==> src/ils_pkg.sv <==
package ils_pkg;

  // Store geometry.
  localparam int CAPACITY      = 64;
  localparam int ELEMENT_WIDTH = 32;
  localparam int ADDR_W        = $clog2(CAPACITY);
  localparam int LEN_W         = $clog2(CAPACITY + 1);

  // Request operation codes.
  localparam logic [2:0] OP_APPEND  = 3'd0;
  localparam logic [2:0] OP_INSERT  = 3'd1;
  localparam logic [2:0] OP_EXTRACT = 3'd2;
  localparam logic [2:0] OP_DELETE  = 3'd3;
  localparam logic [2:0] OP_SEARCH  = 3'd4;

  // Response status codes.
  localparam logic [1:0] ST_OK      = 2'd0;
  localparam logic [1:0] ST_INVALID = 2'd1;
  localparam logic [1:0] ST_FULL    = 2'd2;

  typedef logic signed [ELEMENT_WIDTH-1:0] elem_t;

  typedef struct packed {
    logic [2:0]  op;
    logic [6:0]  position;
    logic signed [31:0] value;
    logic [6:0]  run_length;
  } req_t;

  typedef struct packed {
    logic [1:0]  status;
    logic signed [31:0] data_out;
    logic        found;
    logic [5:0]  found_index;
    logic [6:0]  length_now;
  } rsp_t;

  // Write port of the element store.
  typedef struct packed {
    logic              en;
    logic [ADDR_W-1:0] addr;
    elem_t             data;
  } store_wr_t;

endpackage

==> src/ils_store.sv <==
module ils_store import ils_pkg::*; (
  input  logic              clk,
  input  store_wr_t         wr,
  input  logic [ADDR_W-1:0] rd_addr,
  output elem_t             rd_data
);

  elem_t mem [CAPACITY];

  // One write and one registered read per cycle.
  always_ff @(posedge clk) begin
    if (wr.en) begin
      mem[wr.addr] <= wr.data;
    end
    rd_data <= mem[rd_addr];
  end

endmodule

==> src/ils_seq.sv <==
module ils_seq import ils_pkg::*; (
  input  logic              clk,
  input  logic              rst,
  input  logic              start,
  input  req_t              req,
  output logic              idle,
  output logic              res_valid,
  output rsp_t              res,
  input  logic              res_take,
  output store_wr_t         wr,
  output logic [ADDR_W-1:0] rd_addr,
  input  elem_t             rd_data
);

  localparam logic [2:0] S_IDLE   = 3'd0;
  localparam logic [2:0] S_XREAD  = 3'd1;
  localparam logic [2:0] S_XCAP   = 3'd2;
  localparam logic [2:0] S_SHIFT  = 3'd3;
  localparam logic [2:0] S_SEARCH = 3'd4;
  localparam logic [2:0] S_DONE   = 3'd5;

  logic [2:0]        state;
  logic [LEN_W-1:0]  len;
  logic [2:0]        op_r;
  elem_t             value_r;
  logic [ADDR_W-1:0] pos_r;
  logic [ADDR_W-1:0] src;
  logic [ADDR_W-1:0] dst;
  logic [LEN_W-1:0]  cnt;
  logic              pend;
  logic [ADDR_W-1:0] pend_addr;
  logic              dir_up;
  logic [1:0]        status_r;
  elem_t             data_r;
  logic              found_r;
  logic [ADDR_W-1:0] fidx_r;
  logic [LEN_W:0]    run_end;

  assign idle      = (state == S_IDLE);
  assign res_valid = (state == S_DONE);
  assign run_end   = {1'b0, req.position} + {1'b0, req.run_length};

  always_comb begin
    res.status      = status_r;
    res.data_out    = data_r;
    res.found       = found_r;
    res.found_index = fidx_r;
    res.length_now  = len;
  end

  // Store port control: the read address walks with src; shift writes land in the cycle after their read.
  always_comb begin
    wr.en   = 1'b0;
    wr.addr = pend_addr;
    wr.data = rd_data;
    rd_addr = src;
    case (state)
      S_IDLE: begin
        if (start && req.op == OP_APPEND && len < LEN_W'(CAPACITY)) begin
          wr.en   = 1'b1;
          wr.addr = len[ADDR_W-1:0];
          wr.data = req.value;
        end
      end
      S_SHIFT: begin
        if (pend) begin
          wr.en = 1'b1;
        end else if (cnt == '0 && op_r == OP_INSERT) begin
          // The new element lands once the upward shift is complete.
          wr.en   = 1'b1;
          wr.addr = pos_r;
          wr.data = value_r;
        end
      end
      default: begin
      end
    endcase
  end

  // Sequencer.
  always_ff @(posedge clk) begin
    if (rst) begin
      state <= S_IDLE;
      len   <= '0;
      pend  <= 1'b0;
    end else begin
      case (state)
        S_IDLE: begin
          if (start) begin
            status_r <= ST_OK;
            data_r   <= '0;
            found_r  <= 1'b0;
            fidx_r   <= '0;
            op_r     <= req.op;
            value_r  <= req.value;
            pos_r    <= req.position[ADDR_W-1:0];
            pend     <= 1'b0;
            state    <= S_DONE;
            case (req.op)
              OP_APPEND: begin
                if (len >= LEN_W'(CAPACITY)) begin
                  status_r <= ST_FULL;
                end else begin
                  len <= len + 1'b1;
                end
              end
              OP_INSERT: begin
                if (req.position > len) begin
                  status_r <= ST_INVALID;
                end else if (len >= LEN_W'(CAPACITY)) begin
                  status_r <= ST_FULL;
                end else begin
                  src    <= ADDR_W'(len - 1'b1);
                  dst    <= len[ADDR_W-1:0];
                  cnt    <= len - req.position;
                  dir_up <= 1'b0;
                  len    <= len + 1'b1;
                  state  <= S_SHIFT;
                end
              end
              OP_EXTRACT: begin
                if (req.position >= len) begin
                  status_r <= ST_INVALID;
                end else begin
                  src    <= req.position[ADDR_W-1:0];
                  dst    <= req.position[ADDR_W-1:0];
                  cnt    <= len - req.position - 1'b1;
                  dir_up <= 1'b1;
                  len    <= len - 1'b1;
                  state  <= S_XREAD;
                end
              end
              OP_DELETE: begin
                if (run_end > {1'b0, len}) begin
                  status_r <= ST_INVALID;
                end else begin
                  src    <= run_end[ADDR_W-1:0];
                  dst    <= req.position[ADDR_W-1:0];
                  cnt    <= len - req.position - req.run_length;
                  dir_up <= 1'b1;
                  len    <= len - req.run_length;
                  state  <= S_SHIFT;
                end
              end
              OP_SEARCH: begin
                if (req.position < len) begin
                  src   <= req.position[ADDR_W-1:0];
                  cnt   <= len - req.position;
                  state <= S_SEARCH;
                end
              end
              default: begin
                status_r <= ST_INVALID;
              end
            endcase
          end
        end
        S_XREAD: begin
          src   <= src + 1'b1;
          state <= S_XCAP;
        end
        S_XCAP: begin
          data_r <= rd_data;
          state  <= S_SHIFT;
        end
        S_SHIFT: begin
          // Each cycle reads one source entry; the following cycle writes it to its new slot.
          if (cnt != '0) begin
            src       <= dir_up ? src + 1'b1 : src - 1'b1;
            dst       <= dir_up ? dst + 1'b1 : dst - 1'b1;
            pend      <= 1'b1;
            pend_addr <= dst;
            cnt       <= cnt - 1'b1;
          end else if (pend) begin
            pend <= 1'b0;
          end else begin
            state <= S_DONE;
          end
        end
        S_SEARCH: begin
          // Compare the entry read last cycle while the next read goes out.
          if (pend && rd_data == value_r) begin
            found_r <= 1'b1;
            fidx_r  <= pend_addr;
            pend    <= 1'b0;
            state   <= S_DONE;
          end else if (cnt != '0) begin
            src       <= src + 1'b1;
            pend      <= 1'b1;
            pend_addr <= src;
            cnt       <= cnt - 1'b1;
          end else if (pend) begin
            pend <= 1'b0;
          end else begin
            state <= S_DONE;
          end
        end
        S_DONE: begin
          if (res_take) begin
            state <= S_IDLE;
          end
        end
        default: begin
          state <= S_IDLE;
        end
      endcase
    end
  end

endmodule

==> src/indexed_list_store.sv <==
// Ordered list of signed words in a 64-entry store, with a length count.
// Request channel: req_valid/req_stall carry req (op, position, value,
// run_length). Response channel: rsp_valid/rsp_stall carry rsp (status,
// data_out, found, found_index, length_now). A transfer happens on a rising
// edge with valid high and stall low.
// One request is worked on at a time; req_stall is high from acceptance until
// the sequencer has handed its response to the output register.
// Append, rejected requests and searches that start past the end go straight
// to the response; insert, delete run and search step through the entries
// they move or compare, and extract first reads and captures its entry and
// then shifts the rest down. The element store has one read and one write
// port, so one entry moves or is compared per cycle.
// The output register lets the next request be accepted while a response
// still waits; if rsp_stall stays high, the following response waits in the
// sequencer and requests stall.
// Reset empties the list at once; there is no clearing pass, and store
// contents are only read below the current length.
module indexed_list_store import ils_pkg::*; (
  input  logic clk,
  input  logic rst,
  input  logic req_valid,
  output logic req_stall,
  input  req_t req,
  output logic rsp_valid,
  input  logic rsp_stall,
  output rsp_t rsp
);

  logic              idle;
  logic              res_valid;
  rsp_t              res;
  logic              res_take;
  store_wr_t         wr;
  logic [ADDR_W-1:0] rd_addr;
  elem_t             rd_data;

  assign req_stall = !idle;
  assign res_take  = res_valid && (!rsp_valid || !rsp_stall);

  ils_seq u_seq (
    .clk       (clk),
    .rst       (rst),
    .start     (req_valid && idle),
    .req       (req),
    .idle      (idle),
    .res_valid (res_valid),
    .res       (res),
    .res_take  (res_take),
    .wr        (wr),
    .rd_addr   (rd_addr),
    .rd_data   (rd_data)
  );

  ils_store u_store (
    .clk     (clk),
    .wr      (wr),
    .rd_addr (rd_addr),
    .rd_data (rd_data)
  );

  // Output register between the sequencer and the response channel.
  always_ff @(posedge clk) begin
    if (rst) begin
      rsp_valid <= 1'b0;
    end else if (res_take) begin
      rsp_valid <= 1'b1;
    end else if (!rsp_stall) begin
      rsp_valid <= 1'b0;
    end
  end

  always_ff @(posedge clk) begin
    if (res_take) begin
      rsp <= res;
    end
  end

  // The sequencer is busy in the cycle after it takes a request.
  a_busy_after_req: assert property (@(posedge clk) disable iff (rst)
    req_valid && !req_stall |=> req_stall)
    else $error("request accepted but block not busy afterwards");

  // The list never grows past the store size.
  a_len_bound: assert property (@(posedge clk) disable iff (rst)
    rsp_valid |-> rsp.length_now <= LEN_W'(CAPACITY))
    else $error("length beyond capacity");

  // A successful search always carries an ok status.
  a_found_ok: assert property (@(posedge clk) disable iff (rst)
    rsp_valid && rsp.found |-> rsp.status == ST_OK)
    else $error("found flagged on a failed request");

  // Only a successful extract returns data.
  a_data_ok: assert property (@(posedge clk) disable iff (rst)
    rsp_valid && rsp.data_out != '0 |-> rsp.status == ST_OK && !rsp.found)
    else $error("data returned on a request that is not an extract");

endmodule

==> config.mk <==
export PLATFORM = sky130hd
export DESIGN_NAME = indexed_list_store
export DESIGN_NICKNAME = d
export VERILOG_FILES = /design/src/ils_pkg.sv /design/src/ils_store.sv /design/src/ils_seq.sv /design/src/indexed_list_store.sv
export SDC_FILE = /design/constraint.sdc
export NUM_CORES = 2
export LEC_CHECK = 0
export BUFFER_PORTS_ARGS = -buffer_cell sky130_fd_sc_hd__buf_2
export CORE_MARGIN = 1.5
export CORE_UTILIZATION = 60
export CTS_BUF_LIST = sky130_fd_sc_hd__clkbuf_4 sky130_fd_sc_hd__clkbuf_8
export DETAILED_ROUTE_END_ITERATION = 10
export PLACE_DENSITY = 0.76
export SETUP_SLACK_MARGIN = 0.5
export SLEW_MARGIN = 20
export SYNTH_ARGS = -nofsm -noshare
export SYNTH_HDL_FRONTEND = slang
export SYNTH_SLANG_ARGS = --single-unit
==> constraint.sdc <==
create_clock -name clk -period 6.7 [get_ports clk]
set_input_delay 0.67 -clock clk [delete_from_list [all_inputs] [get_ports clk]]
set_output_delay 0.67 -clock clk [all_outputs]
set_load 0.02 [all_outputs]
==> out/results.tsv <==
metric	value	unit
status	finished clean	
setup violators final	0	
non-filler cells, final	6529	
number of synthesized flops with an enable pin	2204	
Yosys Warn Count	0	
DRC Markers	0	
PortBufs	102	
detailed placer's ending HPWL	126000	um
Max Used Layer	met5	
Detailed Route Iter0 Violations	6623	
placed inst area	91600	um^2
CTS tree	done	
io pins	103	
CTS H-Tree Depth	5	
Worst EP required	7.38	ns
Lkg Pwr	31.7	nW
Post-CTS Setup Inserts	0	
WL/cell	32.8	um
pin count of the biggest net entering global routing	124	
synth top area cells	edfxtp_1 75%, mux4_2 16%, dfxtp_1 1.0%, clkbuf_1 0.62%, ha_1 0.60%	
CTS sink cnt	2248	
CP Capture Type	register	
Final Power	36.8	mW
total track usage	29.2	%
placer congestion estimate	0.951	
Gate power share	21.4	%
Net Sw Frac	29.0	%
Vias/cell	6.75	
P_sw	10.7	mW
initial antenna violation count	10	
f_max	0.192	GHz
die width	385	um
Die Ht	385	um
Slew @ Worst Pin	1.13	ns
Arr. time, crit path	5.87	ns
#FFs+latches synth	2248	
setup_tns	0	ns
register area share after synthesis	76.4	%
Seq pwr share	48.8	%
Tmin final	5.20	ns
Final Slew Violations	0	
via count	44100	
# resized after CTS	0	
Mean Syn Cell Area	22.4	um^2
Clk network pwr share	29.8	%
fill cell count	8715	
metal2 WL	98400	um
Place WS	1.56	ns
cell-internal power	26.1	mW
met3 wire len	27800	um
syn nets	4027	
synthesized instance count	3927	
CP top delay family	simple AND/OR/NAND/NOR gates	
Final Hold Vio Count	0	
ys flop type	edfxtp_1	
Worst path slowest cell	nor2_4	
Layout Area Growth over Synthesis	12.4	%
root buf cell	clkbuf_8	
# placed instances	5879	
MaxCap Viol Count	0	
worst hold-check path type	input pin to register	
Hold Buf Count CTS	41	
number of routed nets with antenna violations	0	
total die area	149000	um^2
mapped cell area	87800	um^2
global-route wire length before repair	305000	um
TritonCTS Buffers	351	
CP max FO	19	
clock skew	0.0901	ns
vias in the first global route	43300	
slowest cell delay on critical path	1.06	ns
ys async rst share	0	%
Period Utilization, post-route	77.6	%
Rel. slew slack	23.9	%
critical path startpoint category	register	
clk slew on worst S/H paths	0.06	ns
Power Dens Cells	373	nW/um^2
most frequent cells in the layout	2204 x edfxtp_1, 640 x mux4_2, 367 x clkbuf_8	
met1 WL	80900	um
Netlist cell types	80	
commonest non-fill, non-tap cell in the layout	edfxtp_1	
router iterations before antenna repair	8	
final layout net count	4460	
core box area	145000	um^2
share of cells above drive strength 1	32.9	%
leading area contributor after synthesis	edfxtp_1	
Peak VDD IR	0.328	mV
clk_lat worst skew	1.05	ns
final wirelength	214000	um
CP Buf/Inv Count	2	
post-route cell area	98700	um^2
Initial Util	60.4	%
RSZ-0062 raised after global routing	false	
final setup margin	1.50	ns
CP Cell Sequence	inv_1, ha_1, or3b_2, nor4_1, o221ai_2, a211oi_4, nand3b_1, nor2_4, buf_4	
Longest Clk Path Bufs	4	
Rows	140	
share of the synthesized area in the top cell type	75.4	%
Remaining Overflow, GRT	0	
Setup Crit Path Kind	register to register	
-- power groups by stage --
stage                     Combinational [mW]  Sequential, mW  Clock [mW]
after floorplan                         4.44            18.2           0
after global routing                    8.20            18.0        11.7
after global placement                  7.55            18.2           0
after CTS                               7.79            17.9        11.1
final                                   7.88            18.0        11.0
after detailed placement                7.77            18.2           0
-- kinds of logic (layout without fill, tap and decap cells) --
group	count (synthesis)	after routing	synth area share, %
flip-flops	2248	2248	76.4
adder cells (fa/ha/maj)	47	47	0.713
multiplexers	646	646	16.5
AO/OA/AOI/OAI	317	317	2.63
AND/OR/NAND/NOR	367	367	2.10
buffers and inverters	242	926	1.06
other	0	1	0
XOR/XNOR	60	60	0.599
-- metrics by stage --
step | util (%) | hold slack, ns
2_1_floorplan | - | 0.400
3_3_place_gp | 63.0 | 0.402
3_5_place_dp | 63.0 | 0.405
4_1_cts | 67.8 | 0.00892
5_1_grt | 67.9 | 0.0513
6_report | 67.9 | 0.0989
-- Yosys cell counts, types with 8 or more instances --
library cell	instances
xnor2_1	42
a21o_1	42
nand4_1	12
nand3_1	24
nand2b_1	8
nand2_1	104
clkbuf_1	144
and2_1	45
ha_1	42
nor3_1	49
a21oi_1	55
xor2_1	18
edfxtp_1	2204
inv_1	38
a31oi_1	9
nor2_1	73
buf_1	47
a211oi_1	14
o21ai_0	30
a22oi_1	64
mux4_2	640
a22o_1	34
dfxtp_1	44
-- cell type report --
cell class              count  area (um^2)  share of cell area [%]
diodes                      1         2.50                 0.00254
clock buffers             483         5920                    6.00
clock inverters           121          703                   0.713
inverters                  40          150                   0.152
multi-input cells        1437        20300                    20.5
flip-flops and latches   2248        67100                    68.0
well taps                1917         2400                    2.43
repair buffers            282         2190                    2.22
-- worst reg2reg max path, delay by kind of cell (launching register included) --
family | cells | cell delay, ns
and+or+nand+nor | 4 | 2.96
AOI/OAI and AO/OA | 2 | 0.78
buffers and inverters | 2 | 0.50
DFF | 1 | 0.43
adders and majority gates | 1 | 0.17
-- flip-flops by register name, summed over array words and instances, names as in the netlist --
signal	count
u_store.mem	2048
rsp	48
u_seq.data_r	32
u_seq.value_r	32
u_store.rd_data	32
u_seq.cnt	7
u_seq.len	7
u_seq.dst	6
u_seq.fidx_r	6
u_seq.pend_addr	6
u_seq.pos_r	6
u_seq.rd_addr	6
u_seq.op_r	3
u_seq.state	3
u_seq.status_r	2
rsp_valid	1
u_seq.dir_up	1
u_seq.found_r	1
u_seq.pend	1
-- final timing paths --
kind	start	slack, ns	end	cells after the start
worst max-delay path	u_seq.cnt[0]	1.50	u_store.mem[36][24]	9
worst min-delay path	rst	0.1	rsp_valid	2
worst max register to register	u_seq.cnt[0]	1.50	u_store.mem[36][24]	9
worst min register to register	u_seq.fidx_r[1]	0.42	rsp[8]	0
-- routing by layer --
metal / global-route usage (%) / vias to the layer above
li1: - / 17600
met1: 43.2 / 23000
met2: 42.9 / 3084
met3: 8.05 / 367
met4: 9.75 / 2
met5: 0 / -
Note: power is estimated with default switching activity, not from simulation.
